$ cat config.mk
export PLATFORM = sky130hd
export DESIGN_NAME = help_text_space_compressor_top
export DESIGN_NICKNAME = d
export VERILOG_FILES = /design/src/hstc_pkg.sv /design/src/hstc_front.sv /design/src/hstc_queue.sv /design/src/hstc_back.sv /design/src/help_text_space_compressor_top.sv
export SDC_FILE = /design/constraint.sdc
export NUM_CORES = 1
export LEC_CHECK = 0
export ABC_AREA = 1
export BUFFER_PORTS_ARGS = -buffer_cell sky130_fd_sc_hd__buf_2
export CORE_MARGIN = 2
export CORE_UTILIZATION = 39
export CTS_CLUSTER_DIAMETER = 40
export DETAILED_ROUTE_END_ITERATION = 10
export SYNTH_ARGS = -nofsm -noshare
export SYNTH_HDL_FRONTEND = slang
export SYNTH_SLANG_ARGS = --single-unit
$ cat constraint.sdc
create_clock -name clk -period 4.25 [get_ports clk]
set_input_delay 0.6375 -clock clk [delete_from_list [all_inputs] [get_ports clk]]
set_output_delay 0.6375 -clock clk [all_outputs]
set_load 0.005 [all_outputs]
$ cat src/hstc_pkg.sv
// ----------------------------------------------------------------------------
// hstc_pkg: shared types and constants for the help text space compressor
// Character codes, coding offsets and the result bundle that passes from the
// classifier to the byte serialiser.
// ----------------------------------------------------------------------------
package hstc_pkg;

  localparam int CHAR_W      = 7;
  localparam int BYTE_W      = 8;
  localparam int MAX_BYTES   = 3;
  localparam int NBYTES_W    = 2;
  localparam int QUEUE_DEPTH = 2;

  localparam logic [CHAR_W-1:0] CHR_END   = 7'h00;
  localparam logic [CHAR_W-1:0] CHR_SPACE = 7'h20;
  localparam logic [CHAR_W-1:0] ONE_SPACE_MIN  = 7'h40;
  localparam logic [CHAR_W-1:0] TWO_SPACE_BASE = 7'h60;

  localparam logic [BYTE_W-1:0] ONE_SPACE_OFS = 8'h40;
  localparam logic [BYTE_W-1:0] TWO_SPACE_OFS = 8'h60;
  localparam logic [BYTE_W-1:0] LF_BYTE       = 8'h0a;
  localparam logic [BYTE_W-1:0] LF_SUBST      = 8'h7f;
  localparam logic [BYTE_W-1:0] RUN_BASE      = 8'hc0;
  localparam logic [BYTE_W-1:0] RUN_MAX_BYTE  = 8'hff;
  localparam logic [BYTE_W-1:0] SPACE_BYTE    = 8'h20;
  localparam logic [BYTE_W-1:0] TERM_BYTE     = 8'h00;

  localparam logic [CHAR_W-1:0] RUN_MAX     = 7'd65;
  localparam logic [CHAR_W-1:0] HELD_SPACES = 7'd3;

  // Up to three coded bytes produced by one input character.
  typedef struct packed {
    logic [MAX_BYTES-1:0][BYTE_W-1:0] bytes;
    logic [NBYTES_W-1:0]              count;
    logic                             term;
  } hstc_bundle_t;

  typedef struct packed {
    logic empty;
    logic full;
  } hstc_qstat_t;

endpackage

$ cat src/hstc_front.sv
// ----------------------------------------------------------------------------
// hstc_front: character classifier
// Holds the pending character and its space count, and turns each accepted
// character into a bundle of zero to three coded bytes.
// ----------------------------------------------------------------------------
module hstc_front (
  input  logic                                clk,
  input  logic                                rst,
  input  logic                                in_valid,
  output logic                                in_ready,
  input  logic [hstc_pkg::CHAR_W-1:0]         in_char,
  input  hstc_pkg::hstc_qstat_t               qstat,
  output logic                                push,
  output hstc_pkg::hstc_bundle_t              bundle
);

  logic [hstc_pkg::CHAR_W-1:0] held_char, held_char_next;
  logic                        held_valid, held_valid_next;
  logic [hstc_pkg::CHAR_W-1:0] space_count, space_count_next;
  logic                        accept;

  assign in_ready = !qstat.full;
  assign accept   = in_valid && in_ready;

  always_comb begin
    logic [hstc_pkg::NBYTES_W-1:0] n;
    logic [hstc_pkg::CHAR_W-1:0]   cnt;
    logic [hstc_pkg::BYTE_W-1:0]   cb;
    logic [hstc_pkg::BYTE_W-1:0]   v;
    n   = '0;
    cnt = space_count;
    cb  = {1'b0, held_char};
    v   = '0;
    bundle.bytes = '0;
    bundle.term  = 1'b0;
    held_char_next   = held_char;
    held_valid_next  = held_valid;
    space_count_next = space_count;

    if (in_char == hstc_pkg::CHR_SPACE) begin
      cnt = space_count + 7'd1;
      space_count_next = cnt;
      if (held_valid && cnt >= hstc_pkg::HELD_SPACES) begin
        // Too many spaces to fold into the character: send it plain.
        bundle.bytes[n] = cb;
        n = n + 2'd1;
        held_valid_next = 1'b0;
        held_char_next  = '0;
      end
      if (!held_valid && cnt >= hstc_pkg::RUN_MAX) begin
        bundle.bytes[n] = hstc_pkg::RUN_MAX_BYTE;
        n = n + 2'd1;
        space_count_next = '0;
      end
    end else begin
      // Resolve the held character and the spaces after it.
      if (held_valid) begin
        if (cnt == 7'd1 && held_char >= hstc_pkg::ONE_SPACE_MIN) begin
          bundle.bytes[n] = cb + hstc_pkg::ONE_SPACE_OFS;
          cnt = '0;
        end else if (cnt == 7'd2 && held_char > hstc_pkg::TWO_SPACE_BASE) begin
          v = cb - hstc_pkg::TWO_SPACE_OFS;
          bundle.bytes[n] = (v == hstc_pkg::LF_BYTE) ? hstc_pkg::LF_SUBST : v;
          cnt = '0;
        end else begin
          bundle.bytes[n] = cb;
        end
        n = n + 2'd1;
      end
      if (cnt >= 7'd2) begin
        bundle.bytes[n] = hstc_pkg::RUN_BASE + {1'b0, cnt} - 8'd2;
        n = n + 2'd1;
      end else if (cnt == 7'd1) begin
        bundle.bytes[n] = hstc_pkg::SPACE_BYTE;
        n = n + 2'd1;
      end
      space_count_next = '0;
      if (in_char == hstc_pkg::CHR_END) begin
        bundle.bytes[n] = hstc_pkg::TERM_BYTE;
        n = n + 2'd1;
        bundle.term = 1'b1;
        held_valid_next = 1'b0;
        held_char_next  = '0;
      end else begin
        held_valid_next = 1'b1;
        held_char_next  = in_char;
      end
    end
    bundle.count = n;
  end

  assign push = accept && (bundle.count != '0);

  always_ff @(posedge clk) begin
    if (rst) begin
      held_char   <= '0;
      held_valid  <= 1'b0;
      space_count <= '0;
    end else if (accept) begin
      held_char   <= held_char_next;
      held_valid  <= held_valid_next;
      space_count <= space_count_next;
    end
  end

  a_count_bound: assert property (@(posedge clk) disable iff (rst)
    space_count <= hstc_pkg::RUN_MAX)
    else $error("space count beyond the longest run");

  a_held_spaces: assert property (@(posedge clk) disable iff (rst)
    held_valid |-> space_count < hstc_pkg::HELD_SPACES)
    else $error("held character with too many spaces");

  a_end_clears: assert property (@(posedge clk) disable iff (rst)
    accept && in_char == hstc_pkg::CHR_END |=> !held_valid && space_count == '0)
    else $error("state not cleared at end of string");

endmodule

$ cat src/hstc_queue.sv
// ----------------------------------------------------------------------------
// hstc_queue: bundle queue
// Short first-in first-out store of result bundles between classifier and
// serialiser.
// ----------------------------------------------------------------------------
module hstc_queue #(
  parameter int DEPTH = hstc_pkg::QUEUE_DEPTH
) (
  input  logic                   clk,
  input  logic                   rst,
  input  logic                   push,
  input  hstc_pkg::hstc_bundle_t wr_bundle,
  input  logic                   pop,
  output hstc_pkg::hstc_bundle_t rd_bundle,
  output hstc_pkg::hstc_qstat_t  qstat
);

  localparam int PTR_W = (DEPTH > 1) ? $clog2(DEPTH) : 1;
  localparam int CNT_W = $clog2(DEPTH + 1);
  localparam logic [PTR_W-1:0] LAST_PTR = PTR_W'(DEPTH - 1);
  localparam logic [CNT_W-1:0] FULL_CNT = CNT_W'(DEPTH);

  hstc_pkg::hstc_bundle_t entries [DEPTH];
  logic [PTR_W-1:0] wr_ptr, rd_ptr;
  logic [CNT_W-1:0] count;

  assign qstat.empty = (count == '0);
  assign qstat.full  = (count == FULL_CNT);
  assign rd_bundle   = entries[rd_ptr];

  always_ff @(posedge clk) begin
    if (push) begin
      entries[wr_ptr] <= wr_bundle;
    end
  end

  always_ff @(posedge clk) begin
    if (rst) begin
      wr_ptr <= '0;
      rd_ptr <= '0;
      count  <= '0;
    end else begin
      if (push) begin
        wr_ptr <= (wr_ptr == LAST_PTR) ? '0 : wr_ptr + PTR_W'(1);
      end
      if (pop) begin
        rd_ptr <= (rd_ptr == LAST_PTR) ? '0 : rd_ptr + PTR_W'(1);
      end
      if (push && !pop) begin
        count <= count + CNT_W'(1);
      end else if (pop && !push) begin
        count <= count - CNT_W'(1);
      end
    end
  end

  a_no_overflow: assert property (@(posedge clk) disable iff (rst)
    !(push && qstat.full))
    else $error("push into a full queue");

  a_no_underflow: assert property (@(posedge clk) disable iff (rst)
    !(pop && qstat.empty))
    else $error("pop from an empty queue");

endmodule

$ cat src/hstc_back.sv
// ----------------------------------------------------------------------------
// hstc_back: byte serialiser
// Sends the bytes of the bundle at the head of the queue one per cycle while
// out_ready is high and releases the bundle with its last byte.
// ----------------------------------------------------------------------------
module hstc_back (
  input  logic                          clk,
  input  logic                          rst,
  input  hstc_pkg::hstc_bundle_t        head,
  input  hstc_pkg::hstc_qstat_t         qstat,
  output logic                          pop,
  output logic                          out_valid,
  input  logic                          out_ready,
  output logic [hstc_pkg::BYTE_W-1:0]   out_byte,
  output logic                          out_last
);

  logic [hstc_pkg::NBYTES_W-1:0] idx;
  logic                          final_byte;

  assign out_valid  = !qstat.empty;
  assign final_byte = (idx == head.count - 2'd1);
  assign out_byte   = head.bytes[idx];
  assign out_last   = head.term && final_byte;
  assign pop        = out_valid && out_ready && final_byte;

  always_ff @(posedge clk) begin
    if (rst) begin
      idx <= '0;
    end else if (out_valid && out_ready) begin
      idx <= final_byte ? '0 : idx + 2'd1;
    end
  end

endmodule

$ cat src/help_text_space_compressor_top.sv
// ----------------------------------------------------------------------------
// help_text_space_compressor_top: space compressor for 7-bit help text
// Classifier, bundle queue and byte serialiser joined to stream ports.
// ----------------------------------------------------------------------------
// The block takes one 7-bit character per request on the slave side and
// sends compressed bytes on the master side; character 0 ends a string, and
// its terminator byte 0 goes out with tlast high, after which all state is
// clear for the next string. A character is taken in the cycle it arrives
// whenever the bundle queue (QUEUE_DEPTH entries) has room, so requests can
// follow back to back. Each character yields zero to three bytes, which the
// serialiser sends at one byte per cycle while m_tready is high; the sustained
// rate is therefore set by the output side, which for ordinary text (mostly
// one byte per character) is about one character per cycle.
// The first byte of a request's bundle is offered in the cycle right after it
// is taken if the queue was empty: the classifier works combinationally and
// writes its bundle into the queue register at the accepting edge.
// ----------------------------------------------------------------------------
module help_text_space_compressor_top #(
  parameter int QUEUE_DEPTH = hstc_pkg::QUEUE_DEPTH
) (
  input  logic       clk,
  input  logic       rst,
  input  logic       s_tvalid,
  output logic       s_tready,
  input  logic [7:0] s_tdata,   // [6:0] in_char, [7] zero fill
  output logic       m_tvalid,
  input  logic       m_tready,
  output logic [7:0] m_tdata,   // [7:0] out_byte
  output logic       m_tlast    // out_last
);

  hstc_pkg::hstc_bundle_t wr_bundle;
  hstc_pkg::hstc_bundle_t head;
  hstc_pkg::hstc_qstat_t  qstat;
  logic                   push;
  logic                   pop;

  // Front: classify each character against the held one and its spaces.
  hstc_front u_front (
    .clk      (clk),
    .rst      (rst),
    .in_valid (s_tvalid),
    .in_ready (s_tready),
    .in_char  (s_tdata[hstc_pkg::CHAR_W-1:0]),
    .qstat    (qstat),
    .push     (push),
    .bundle   (wr_bundle)
  );

  // The queue lets the classifier run on while the serialiser is stalled.
  hstc_queue #(
    .DEPTH (QUEUE_DEPTH)
  ) u_queue (
    .clk       (clk),
    .rst       (rst),
    .push      (push),
    .wr_bundle (wr_bundle),
    .pop       (pop),
    .rd_bundle (head),
    .qstat     (qstat)
  );

  // Back: one coded byte per cycle to the master side while m_tready is high.
  hstc_back u_back (
    .clk       (clk),
    .rst       (rst),
    .head      (head),
    .qstat     (qstat),
    .pop       (pop),
    .out_valid (m_tvalid),
    .out_ready (m_tready),
    .out_byte  (m_tdata),
    .out_last  (m_tlast)
  );

  // The end of a string is always marked on the terminator byte itself.
  a_last_is_term: assert property (@(posedge clk) disable iff (rst)
    m_tvalid && m_tlast |-> m_tdata == hstc_pkg::TERM_BYTE)
    else $error("tlast on a byte other than the terminator");

endmodule

==> summary by stage <==
Power and ir drop
VDD sags by at most 0.207 mV. The power after layout is 1.43 mW. Power spread over the standard cell area amounts to 380 nW/µm². The analysis attributes to cell leakage a power of around 1.6 nW.

Yosys
Of the total synthesized cell area, the portion taken by full adders, half adders and majority gates is 0.0376. By area, the combinational part of the netlist is dominated by simple AND/OR/NAND/NOR gates. The fraction of the mapped netlist area in compound gates is 0.147.

For this run, the register share of the synthesized area comes to 0.475. The proportion of synthesized area in mux cells is 0.00301. The number of nets handed over by synthesis was approximately 420. Of the total synthesized cell area, the portion taken by XOR and XNOR cells is 0.00790. In this run, distinct cell masters in the synthesized netlist total 39. The count of mapped cells out of synthesis is 395.

The synthesized design contains 60 register bits. During synthesis, Yosys emitted a total of 0 warnings. The cell area after synthesis is 3330 µm². The simple-gate share of the synthesized area is 0.259. Each instance of the synthesized netlist takes up on average approximately 8.4 µm².

Worst setup path
The startpoint-to-endpoint class of the critical path is reg2reg. STA classifies the critical path startpoint as a register. For the worst setup path, the data arrival time is approximately 4 ns. STA classifies the critical path endpoint as a register. Of all nets on the critical path, the largest fanout is 11.

Data on the critical path is required at its endpoint by 4.48 ns.

Global route
Entering global routing, the biggest net connects 21 pins. The via count of the first global-routing pass is 2514. The initial antenna violation count is 0.

The overall routing resource usage is 0.177. Global routing finished with a remaining overflow of 0. The wire length of the first global-routing pass is 12200 µm.

Die
23 I/O pins were placed. The area enclosed by the die boundary is 9290 µm². After floorplanning, the core was sized to cover 8260 µm². The die span in x is 96.4 µm. The floorplan step set the die height to 96.4 µm. The floorplan has 33 rows.

The initial core utilization is 0.403.

Layout
Compared with the post-synthesis result, the final layout area differs by 13.0%. Of the cells placed in the final design, the portion with a size suffix greater than 1 is 0.169. The filler cell count in the final layout is slightly above 800. Registers take between 1500 and 2000 µm². The number of diodes added for antenna fixing is 0. The net total in the final layout is 443.

The area taken by multi-input logic gates is ~1500 µm². For this run, the share of the core covered by cells in the final layout is 0.455.

Worst hold path
The path class of the tightest hold or removal check is reg2reg.

Route
The via-per-instance ratio is 5.04. After detailed routing, the average wire length per cell comes to 14.2 µm. The final routed wirelength across all metal layers is 7550 µm.

The DRC violation total after the first TritonRoute iteration is 145. For this block, the via count after detailed routing is roughly 2700. The number of DRC violations after detailed routing is 0. The detail route stage leaves a number of antenna-violating nets equal to 0. The total iterations of the first detailed-routing run is 4.

STA
The largest clock skew in the final design is 0.00777 ns. The summed negative setup slack over all endpoints is 0 ns. The worst pin sits at a relative slew slack of 0.620.

In the finished design, the share of the clock period the worst path needs comes to 0.883. Setup repair after global routing left no endpoint under its margin. The shortest period the worst path allows is ~3.8 ns. The transition at the pin with the smallest max-transition slack is 0.565 ns. The final number of hold-violating endpoints came to 0. The peak clock frequency supported by timing is 266 MHz. The count of final max-slew check failures is 0. Setup violations remaining at the end of the flow were counted as 0.

Place
The quantity of I/O buffers inserted on ports is 21. The half-perimeter wire length of the detailed placement result is between 5000 and 6000 µm. The routability-driven placement congestion ratio is around 0.88.

Job
The count of max-cap constraint violations is 0.

Clock network
TritonCTS built the clock tree. After clock tree synthesis, the clock-pin slew on the worst setup and hold paths is ~0.070 ns. The maximum root-to-sink buffer count is 2. Clock tree synthesis inserted a total of 9 buffers. The library cell used as clock root buffer is clkbuf_8.

At the later pin of the worst-skew pair, clock insertion delay measures 0.35 ns. The number of clock sinks is 60. The count of H-tree levels built during CTS is 3.

Outcome
The flow ran to the end, and the final reports show no timing, DRC or antenna violations.
-- power breakdown --
part           switching, mW  internal (mW)  leakage, nW  total [mW]
registers             0.0176          0.646        0.533       0.664
logic                  0.116         0.0663        0.911       0.183
clock network          0.248          0.334        0.110       0.582
total                  0.382           1.05         1.55        1.43
-- metal layers --
| metal | up-vias | share of wire | global-route usage |
|---|---|---|---|
| met5 | - | 0 | 0 |
| met4 | 0 | 0.0095 | 0.0446 |
| met3 | 7 | 0.036 | 0.0548 |
| met2 | 49 | 0.47 | 0.286 |
| met1 | 1229 | 0.48 | 0.232 |
| li1 | 1392 | - | - |
-- through the flow --
step           setup slack (ns)  area [µm²]  instances  hold WS, ns
2_1_floorplan             0.385        3330        395        0.458
3_3_place_gp              0.485        3540        515        0.476
3_5_place_dp              0.371        3540        515        0.485
4_1_cts                   0.346        3760        531        0.495
5_1_grt                  0.0832        3760        531        0.545
6_report                  0.495        3760        531        0.496
-- final timing paths --
check	slack, ns	start	cells past startpoint	endpoint
max	0.50	u_front.space_count[1]	24	u_queue.count[1]
min	0.50	u_queue.count[1]	2	u_queue.count[1]
max reg2reg	0.50	u_front.space_count[1]	24	u_queue.count[1]
min reg2reg	0.50	u_queue.count[1]	2	u_queue.count[1]
-- cells in the mapped netlist, drive strengths merged --
cell	n	area, µm²
a211oi	1	7.51
a21boi	1	7.51
a21oi	38	205
a22oi	2	15.0
a31oi	1	6.26
and3	1	6.26
buf	8	57.6
clkbuf	4	15.0
clkinv	2	7.51
dfxtp	22	440
edfxtp	38	1140
ha	10	125
inv	41	154
mux2i	1	10.0
nand2	60	258
nand3	26	173
nand3b	1	7.51
nand4	10	62.6
nor2	73	302
nor3	3	15.0
nor4	2	25.0
o211ai	4	30.0
o21ai	37	185
o21bai	2	15.0
o221ai	2	17.5
or2	2	12.5
xor2	3	26.3
-- critical path, cell delays in order, from the launching register on --
cell and delay (ns):
dfxtp_2 0.46, inv_1 0.15, ha_1 0.20, nand3_1 0.09
nor2_2 0.06, nand2_2 0.10, nand2_1 0.08, nor2_1 0.09
inv_1 0.06, nor2_1 0.13, ha_1 0.26, nand3b_1 0.20
nand2_1 0.13, inv_1 0.05, ha_1 0.29, nor3_1 0.31
a21oi_4 0.06, nand2_2 0.10, nand2_1 0.07, inv_1 0.07
ha_1 0.25, a21oi_1 0.12, o21ai_0 0.11, o21ai_0 0.16
a21oi_1 0.05
-- layout by cell type (no fill, tap or decap), drive strengths merged --
master | synthesis | routed
clkbuf | 4 | 9
o21bai | 2 | 2
nand2 | 60 | 60
mux2i | 1 | 1
o221ai | 2 | 2
clkinv | 2 | 4
or2 | 2 | 2
nand3b | 1 | 1
nand3 | 26 | 26
xor2 | 3 | 3
clkinvlp | 0 | 1
a211oi | 1 | 1
nand4 | 10 | 10
nor2 | 73 | 73
a21oi | 38 | 38
ha | 10 | 10
inv | 41 | 43
a22oi | 2 | 2
nor4 | 2 | 2
buf | 8 | 27
a21boi | 1 | 1
a31oi | 1 | 1
edfxtp | 38 | 38
o211ai | 4 | 4
o21ai | 37 | 37
bufinv | 0 | 2
and3 | 1 | 1
dfxtp | 22 | 22
nor3 | 3 | 3
-- sequential cells by signal (all words and copies together), names as in the netlist, named ones only --
| name | count |
|---|---|
| u_queue.entries | 38 |
| u_front.held_char | 7 |
| u_front.space_count | 7 |
| u_back.idx | 2 |
| u_queue.count | 2 |
| u_front.held_valid | 1 |
| u_queue.rd_ptr | 1 |
| u_queue.wr_ptr | 1 |
-- cells by family after synthesis --
family | after synthesis
AND/OR/NAND/NOR | 178
AO/OA/AOI/OAI | 88
flip-flops | 60
buffers and inverters | 55
adder cells (fa/ha/maj) | 10
XOR/XNOR | 3
multiplexers | 1
-- cell type report --
class	instances	area share
flip-flops and latches	60	0.421
multi-input cells	280	0.402
inverters	43	0.0429
repair buffers	27	0.0399
well taps	105	0.0349
clock buffers	9	0.0329
clock inverters	7	0.0263
-- repair_timing --
action / CTS / global route
resized for setup: 0 / 1
endpoints found under the hold margin: 0 / 0
endpoints found under the setup margin: 0 / 1
hold buffers: 0 / 0
setup buffers: 0 / 0
Power figures use the tool's default switching activity.
